### config.mk
export PLATFORM = sky130hd
export DESIGN_NAME = svs_ctrl
export DESIGN_NICKNAME = d
export VERILOG_FILES = /design/src/rtl/svs_pkg.sv /design/src/rtl/svs_ctrl.sv
export SDC_FILE = /design/constraint.sdc
export NUM_CORES = 1
export LEC_CHECK = 0
export BUFFER_PORTS_ARGS = -buffer_cell sky130_fd_sc_hd__buf_2
export CAP_MARGIN = 10
export CORE_AREA = 2 2 39 41
export DETAILED_ROUTE_END_ITERATION = 10
export DIE_AREA = 0 0 41 43
export PLACE_DENSITY = 0.63
export SLEW_MARGIN = 20
export SYNTH_ARGS = -nofsm -noshare
export SYNTH_HDL_FRONTEND = slang
export SYNTH_SLANG_ARGS = --single-unit
### constraint.sdc
create_clock -name clock -period 1.2 [get_ports clock]
set_input_delay 0.06 -clock clock [delete_from_list [all_inputs] [get_ports clock]]
set_output_delay 0.06 -clock clock [all_outputs]
set_load 0.01 [all_outputs]
### src/rtl/svs_pkg.sv
package svs_pkg;

   // Sizing of the stores
   localparam int KEY_SLOTS   = 64;
   localparam int VALUE_DEPTH = 256;
   localparam int MAX_SHADOWS = 4;
   localparam int SCOPE_DEPTH = 16;
   localparam int VALUE_WIDTH = 32;

   // Fixed field widths
   localparam int OP_W     = 3;
   localparam int KEY_W    = 64;
   localparam int NEWVAL_W = 32;
   localparam int RDVAL_W  = 32;
   localparam int STATUS_W = 3;

   // Derived widths
   localparam int SLOT_W   = $clog2(KEY_SLOTS);
   localparam int SCAN_W   = $clog2(KEY_SLOTS + 1);
   localparam int CNT_W    = $clog2(MAX_SHADOWS + 1);
   localparam int POS_AW   = $clog2(KEY_SLOTS * MAX_SHADOWS);
   localparam int VAL_AW   = $clog2(VALUE_DEPTH);
   localparam int TOP_W    = $clog2(VALUE_DEPTH + 1);
   localparam int SCOPE_AW = $clog2(SCOPE_DEPTH);
   localparam int SCOPE_W  = $clog2(SCOPE_DEPTH + 1);

   // Operation codes
   localparam logic [OP_W-1:0] OP_SET  = 3'd0;
   localparam logic [OP_W-1:0] OP_LET  = 3'd1;
   localparam logic [OP_W-1:0] OP_GET  = 3'd2;
   localparam logic [OP_W-1:0] OP_PUSH = 3'd3;
   localparam logic [OP_W-1:0] OP_POP  = 3'd4;

   // Status codes
   localparam logic [STATUS_W-1:0] ST_OK           = 3'd0;
   localparam logic [STATUS_W-1:0] ST_KEYS_FULL    = 3'd1;
   localparam logic [STATUS_W-1:0] ST_SHADOW_LIMIT = 3'd2;
   localparam logic [STATUS_W-1:0] ST_VALUES_FULL  = 3'd3;
   localparam logic [STATUS_W-1:0] ST_SCOPES_FULL  = 3'd4;
   localparam logic [STATUS_W-1:0] ST_UNDERFLOW    = 3'd5;

   typedef enum logic [3:0] {
      S_IDLE,
      S_SCAN,
      S_CNT,
      S_POS,
      S_DECIDE,
      S_VAL,
      S_PUSH,
      S_POP_CHK,
      S_POP_OWN,
      S_POP_CNT,
      S_POP_UPD,
      S_RESP
   } state_type;

   typedef struct packed {
      logic take;
      logic scan;
      logic commit;
      logic load_val;
      logic push;
      logic pop_err;
      logic pop_sel;
      logic pop_upd;
      logic pop_finish;
      logic load_rsp;
   } cmd_type;

   typedef struct packed {
      logic            scan_done;
      logic            get_hit;
      logic            pop_more;
      logic            scope_base;
      logic            rsp_free;
      logic [OP_W-1:0] op;
   } stat_type;

endpackage

### src/rtl/svs_ctrl.sv
module svs_ctrl (
   input  logic              clock,
   input  logic              reset,
   input  logic              req_valid,
   output logic              req_ready,
   input  svs_pkg::stat_type stat,
   output svs_pkg::cmd_type  cmd
);
   import svs_pkg::*;

   state_type state_ff;
   state_type state_in;

   // Hold state
   always_ff @(posedge clock) begin
      if (reset) begin
         state_ff <= S_IDLE;
      end else begin
         state_ff <= state_in;
      end
   end

   // Next state
   always_comb begin
      state_in = state_ff;
      case (state_ff)
         S_IDLE: begin
            if (req_valid) begin
               if (stat.op == OP_SET || stat.op == OP_LET || stat.op == OP_GET) begin
                  state_in = S_SCAN;
               end else if (stat.op == OP_PUSH) begin
                  state_in = S_PUSH;
               end else if (stat.op == OP_POP) begin
                  state_in = S_POP_CHK;
               end else begin
                  state_in = S_RESP;
               end
            end
         end
         S_SCAN: begin
            if (stat.scan_done) begin
               state_in = S_CNT;
            end
         end
         S_CNT:    state_in = S_POS;
         S_POS:    state_in = S_DECIDE;
         S_DECIDE: begin
            if (stat.op == OP_GET && stat.get_hit) begin
               state_in = S_VAL;
            end else begin
               state_in = S_RESP;
            end
         end
         S_VAL:    state_in = S_RESP;
         S_PUSH:   state_in = S_RESP;
         S_POP_CHK: begin
            if (stat.scope_base) begin
               state_in = S_RESP;
            end else begin
               state_in = S_POP_OWN;
            end
         end
         S_POP_OWN: begin
            if (stat.pop_more) begin
               state_in = S_POP_CNT;
            end else begin
               state_in = S_RESP;
            end
         end
         S_POP_CNT: state_in = S_POP_UPD;
         S_POP_UPD: state_in = S_POP_OWN;
         S_RESP: begin
            if (stat.rsp_free) begin
               state_in = S_IDLE;
            end
         end
         default:  state_in = S_IDLE;
      endcase
   end

   // Commands
   always_comb begin
      cmd       = '0;
      req_ready = 1'b0;
      case (state_ff)
         S_IDLE: begin
            req_ready = 1'b1;
            cmd.take  = req_valid;
         end
         S_SCAN:   cmd.scan = 1'b1;
         S_DECIDE: cmd.commit = (stat.op == OP_SET || stat.op == OP_LET);
         S_VAL:    cmd.load_val = 1'b1;
         S_PUSH:   cmd.push = 1'b1;
         S_POP_CHK: cmd.pop_err = stat.scope_base;
         S_POP_OWN: cmd.pop_finish = !stat.pop_more;
         S_POP_CNT: cmd.pop_sel = 1'b1;
         S_POP_UPD: cmd.pop_upd = 1'b1;
         S_RESP:   cmd.load_rsp = stat.rsp_free;
         default: begin
            cmd = '0;
         end
      endcase
   end

endmodule

After elaboration in Yosys (flattened, before gate mapping)
Index checks and enable logic that the tools add are counted.
{ "op_classes": {"eq_ne": 18, "muxes": 21, "reduce_logical": 8} }
{ "op_table": {"columns": ["cell", "count"], "rows": [
  ["$pmux 4 s11", 1],
  ["$mux 4", 7],
  ["$eq 4x3->1 const B", 4],
  ["$eq 4x4->1 const B", 4],
  ["$mux 1", 11],
  ["$eq 4x2->1 const B", 2],
  ["$eq 3x2->1 const B", 2],
  ["$ne 2x2->1 const B", 3],
  ["$eq 4x1->1 const B", 1],
  ["$logic_not 4->1", 1],
  ["$mux 2", 2],
  ["$eq 3x1->1 const B", 1],
  ["$eq 3x3->1 const B", 1],
  ["$logic_not 3->1", 1],
  ["$reduce_and 3->1", 1],
  ["$logic_or 1x1->1", 2],
  ["$reduce_or 2->1", 1],
  ["$logic_and 1x1->1", 1],
  ["$logic_not 1->1", 1]
]} }
{ "totals": {"register_bits": 4, "inputBits": 11, "output_inout_bits": 11} }

Depth between registers and ports, before layout
Gate-level depths: netlist (run 1).
{ "depth": {"depth_word": 6, "mapped_depth": 6} }

Worst setup path before layout (run 1)
OpenSTA, ideal clock, no wires.
{ "synth_path": {"kind": "reg2reg", "from": "reg state_ff[0]", "to": "reg state_ff[2]", "setup_ps": 121, "arrival_ps": 1243, "required_ps": 1079, "path_slack_ps": -164, "path_stages_with_launch": 5, "synth_period_minus_slack_ps": 1364, "cell_sequence": "dfxtp_1 > or4_4 > o22ai_1 > a31oi_1 > nor4b_2"} }
{ "synth_via": {"elab_chain_cells": 3, "word_cells_on_any_way": 18, "classes_between": "14 x eq/ne; 1 x mux; 3 x reduce/logical"} }
{ "synth_rtl": {"columns": ["item", "line", "source"], "rows": [
  ["start, declared", "svs_ctrl.sv:11", "state_type state_ff;"],
  ["start signal, assigned", "svs_ctrl.sv:19", "state_ff <= state_in;"],
  ["$eq 4x3->1, or another cell as far along", "svs_ctrl.sv:26", "case (state_ff)"],
  ["$reduce_or 2->1 (no source line) or $ne 2x2->1 (tied branches)", null, null],
  ["$pmux 4 s11 or $reduce_and 3->1 (tied branches)", null, null]
]} }
Several ways; a longest one is shown, not always the timed one.
A chain may end at the register's enable or synchronous reset.

Worst setup path after layout (run 1)
Same ends and word-level chain as after synthesis.

==> reports/metrics.yaml, run 1 <==
outcome:
  status: "finished, violations left"
  violations: "setup timing"
detailed_routing:
  firstDrtPassIters: 4
  drc: 0
  drt_iter0_drc: 6
  vias_per_cell: 5.363
  wire_per_inst_um: 14.02
  totalWireLength_mm: 1.893
  vias: 724
  drtAntennaViolNets: 0
timing:
  setup_violations: 15
  timing.final.ws_setup_ns: -0.3532
  hold_viol_final: 0
  clock_skew_ns: 0.004166
  slew_viol_final: 0
  fin_crit_ns: 1.553
  hold-worst-slack_ns: 0.02967
  worst_pin_slew_ns: 0.2670
  period_share_pct: 129.4
  rsz0062_at_grt: "true"
  fmax_mhz: 643.8
  max_slew_margin_pct: 82.09
grt:
  grt_usage_pct: 23.09
  grt_max_degree: 9
  grt_overflow: 0
  grt_pass1_vias: 711
  grt_first_pass_wirelength_mm: 2.842
  antenna_found_initial: 0
clocking:
  path_clk_slew_ns: 0.04
  cts-root-buf: "clkbuf_4"
  insertion_delay_ns: 0.24
  cts_sinks: 4
  htreeDepth: 1
  cts_inserted_buffers: 3
  cts_tree: "built"
  cts_max_path_buffers: 2
  cts_hold_buffers: 0
critical_path:
  cp-startpoint: "state_ff[0]"
  required_ns: 1.32
  critPathArrivalTime_ns: 1.67
  critPathLaunchType: "flip-flop"
  r2r-start: "state_ff[0]"
  crit_fanout: 3
  path_class: "reg2reg"
  end_kind: "flip-flop"
final_layout:
  largest_reg_flops: 4
  drive_above_1_share_pct: 72.27
  syn2layout_area_growth_pct: 121.0
  nets: 132
  insertedDiodeCount: 0
  n_fill_cell: 103
  reg_top3: "state_ff x4"
  top_register: "state_ff"
synth:
  synth_nets: 78
  synth_cell_types: 32
  synth_edf_count: 0
  ys_warn_count: 0
  synth_cells: 67
  ys_seq_area_share_pct: 17.49
  synth-main-ff-cell: "dfxtp_1"
  synthArstFlopShare_pct: 0
  synth.ff_latch_count: 4
  syn_area_per_cell_um2: 6.835
  synthesis.area_um2: 457.9
die:
  start_util_pct: 33.09
  pin_count: 22
  fp.coreArea_um2: 1384
  die_w_um: 41
  chipHeight_um: 43
  die_area_um2: 1763
  fp-row-count: 14
power_and_ir_drop:
  finalPower_mw: 2.564
  p_per_area_nw_per_um2: 2533
  ir_drop_uv: 1635
  leakage_nw: 0.4659
placement:
  io_buffers: 21
  pre_cts_slack_ns: -0.2082
  dp_hpwl_mm: 1.185
  place_congestion: 0.8591
min_path:
  hold_path_class: "in2reg"
  hp-start: "reset"
job:
  max_cap_viol_count: 0
-- cells in the mapped netlist, drive strengths merged, types with 2 or more instances --
cell   count  share of area, %
o22ai      2               2.7
nand2      5               4.1
a21oi      4               4.4
nor3       4               4.4
nor4       3               4.1
or3        2               2.7
o21ai      6               6.6
inv        6               4.9
buf        4               6.3
or2        2               2.7
a31oi      3               4.1
nor2       5               4.1
nand3      3               3.3
dfxtp      4                17
-- report_power, final --
group	switching (mW)	internal, mW
registers	0.0538	0.211
logic	0.980	1.15
clock network	0.0581	0.112
-- area by class of cell --
type / instances / area (um^2) / area share [%]
multi-input cells: 53 / 439.2 / 43.39
repair buffers: 53 / 415.4 / 41.04
flip-flops and latches: 4 / 87.58 / 8.653
inverters: 6 / 27.53 / 2.719
clock buffers: 3 / 22.52 / 2.225
well taps: 16 / 20.02 / 1.978
-- kinds of logic after synthesis --
| family | synth area share [%] |
|---|---|
| simple gates | 38.25 |
| compound gates | 29.78 |
| mux | 3.278 |
| buf+inv | 11.20 |
| flops | 17.49 |
-- layout by cell type (no fill, tap or decap), types with 3 or more instances in the layout --
master / instances
dfxtp_2: 3
a21oi_1: 4
o21ai_1: 3
inv_2: 3
nor3_2: 3
clkbuf_4: 3
buf_4: 17
nor2_1: 3
buf_2: 20
buf_6: 14
-- stage by stage --
stage | setup TNS, ns | area [um^2] | std cells | util [%]
5_1_grt | -4.161 | 1012 | 135 | 73.15
6_report | -3.246 | 1012 | 135 | 73.15
3_3_place_gp | -0.7849 | 713.2 | 121 | 51.54
4_1_cts | -2.881 | 884.6 | 131 | 63.92
2_1_floorplan | -0.4152 | 459.2 | 67 | -
3_5_place_dp | -0.8794 | 713.2 | 121 | 51.54
-- worst paths after layout --
check        slack (ns)           to  depth (start not counted)
max reg2reg       -0.35  state_ff[2]                          5
min                0.03  state_ff[0]                          2
max               -0.35  state_ff[2]                          5
min reg2reg        0.65  state_ff[2]                          3
-- critical path: stages (launching register included) --
cell and delay [ns]:
dfxtp_2 0.31, or4_4 0.54, buf_4 0.16, o22ai_2 0.17
a31oi_2 0.08, nor4b_2 0.18
-- metal layers --
layer	track usage, %	vias up	routed length, um
met4	12.67	0	14
met3	1.571	2	71
met1	28.94	343	825
met2	36.88	23	981
met5	0	-	0
li1	-	356	-
-- what timing repair did --
action,in CTS,in global routing
endpoints found under the setup margin,15,15
pin swaps,4,3
gates resized for setup,26,22
setup buffers,7,4
(Power assumes the default switching activity.)
==> run 2: changes to the inputs <==
PLACE_DENSITY = 0.6   (was 0.63)
clock period = 1.49 ns   (was 1.2 ns; I/O delays follow)
==> reports/metrics.yaml, run 2 (synthesized netlist as in run 1, its figures left out) <==
outcome:
  status: "finished, final reports clean"
timing:
  timing.final.ws_setup_ns: 0.03814
  setup_violations: 0
  rsz0062_at_grt: "true"
  fin_crit_ns: 1.452
  hold_viol_final: 0
  worst_pin_slew_ns: 0.2111
  slew_viol_final: 0
  fmax_mhz: 688.8
  max_slew_margin_pct: 85.86
  period_share_pct: 97.44
  clock_skew_ns: 0.0002099
  tns_ns: 0
clocking:
  cts_tree: "built"
  cts-root-buf: "clkbuf_4"
  cts_sinks: 4
  post_cts_buffers: 0
  htreeDepth: 1
  path_clk_slew_ns: 0.03
  insertion_delay_ns: 0.23
  cts_max_path_buffers: 2
  cts_inserted_buffers: 3
final_layout:
  n_fill_cell: 144
  nets: 107
  drive_above_1_share_pct: 44.68
  syn2layout_area_growth_pct: 40.44
  multi_input_area_um2: 334.1
  top_register: "state_ff"
  layout_commonest_cell: "buf_2"
  reg_top3: "state_ff x4"
  insertedDiodeCount: 0
  instances_no_fill: 110
  largest_reg_flops: 4
  final_cell_mix: "buf_2, buf_4, nand2_1, nor2_1"
  seq_area_um2: 82.58
placement:
  place_congestion: 0.8235
  io_buffers: 21
  dp_cells: 108
  dp_hpwl_mm: 1.006
  pre_cts_slack_ns: 0.07748
die:
  chipHeight_um: 43
  start_util_pct: 33.09
  die_area_um2: 1763
  fp.coreArea_um2: 1384
  die_w_um: 41
  fp-row-count: 14
  pin_count: 22
detailed_routing:
  drtAntennaViolNets: 0
  drc: 0
  firstDrtPassIters: 2
  drt_iter0_drc: 5
  vias: 576
  totalWireLength_mm: 1.264
  wire_per_inst_um: 11.49
  vias_per_cell: 5.236
grt:
  grt_usage_pct: 15.96
  antenna_found_initial: 0
  grt_first_pass_wirelength_mm: 1.973
  grt_max_degree: 15
  grt_pass1_vias: 480
  grt_overflow: 0
critical_path:
  critPathArrivalTime_ns: 1.38
  max_stage_delay_ns: 0.54
  path_class: "reg2out"
  crit_buf_inv: 2
  required_ns: 1.42
  end_kind: "primary output"
  path_cells: "or4_4 > inv_2 > and2_1 > buf_2"
  critPathLaunchType: "flip-flop"
  worst_path_max_delay_cell: "or4_4"
  crit_fanout: 3
  critical-path-top-delay-family: "simple AND/OR/NAND/NOR gates"
power_and_ir_drop:
  leakage_nw: 0.2975
  ir_drop_uv: 871.2
  p_per_area_nw_per_um2: 1890
  finalPower_mw: 1.216
job:
  max_cap_viol_count: 0
min_path:
  hold_path_class: "in2reg"
## run 2: metrics by stage
step	cell area, um^2	utilization [%]	hold WS [ns]
3_3_place_gp	614.3	44.39	0.2925
2_1_floorplan	457.9	-	0.1436
4_1_cts	633.1	45.75	0.04289
3_5_place_dp	614.3	44.39	0.2914
6_report	643.1	46.47	0.04763
5_1_grt	643.1	46.47	0.04182
## run 2: layout make-up
class | instances | area share, %
inverters | 6 | 3.502
repair buffers | 28 | 25.10
clock buffers | 3 | 3.502
well taps | 16 | 3.113
multi-input cells | 53 | 51.95
flip-flops and latches | 4 | 12.84
## run 2: per-layer routing
metal / routed length [um] / share of wire [%] / global-route usage, %
met5: 0 / 0 / 0
met4: 0 / 0 / 6.000
met3: 33 / 2.6 / 1.571
met1: 595 / 47 / 20.58
met2: 634 / 50 / 25.94
## run 2: power by group
part           internal [mW]  total (mW)  switching [mW]
clock network         0.0897       0.129          0.0389
logic                  0.405       0.869           0.464
registers              0.160       0.218          0.0586
## run 2: timing repair
action / in CTS / in global routing
hold buffers: 0 / 0
resized for setup: 1 / 4
setup endpoints to repair: 2 / 6
pin swaps: 0 / 0
## run 2: path summary, 6_finish.rpt
| path | cells past startpoint | slack [ns] | startpoint | to |
|---|---|---|---|---|
| worst min register to register | 1 | 0.51 | state_ff[3] | state_ff[2] |
| worst min-delay path | 2 | 0.05 | reset | state_ff[3] |
| worst max register to register | 4 | 0.08 | state_ff[2] | state_ff[2] |
| worst max-delay path | 4 | 0.04 | state_ff[2] | cmd[9] |
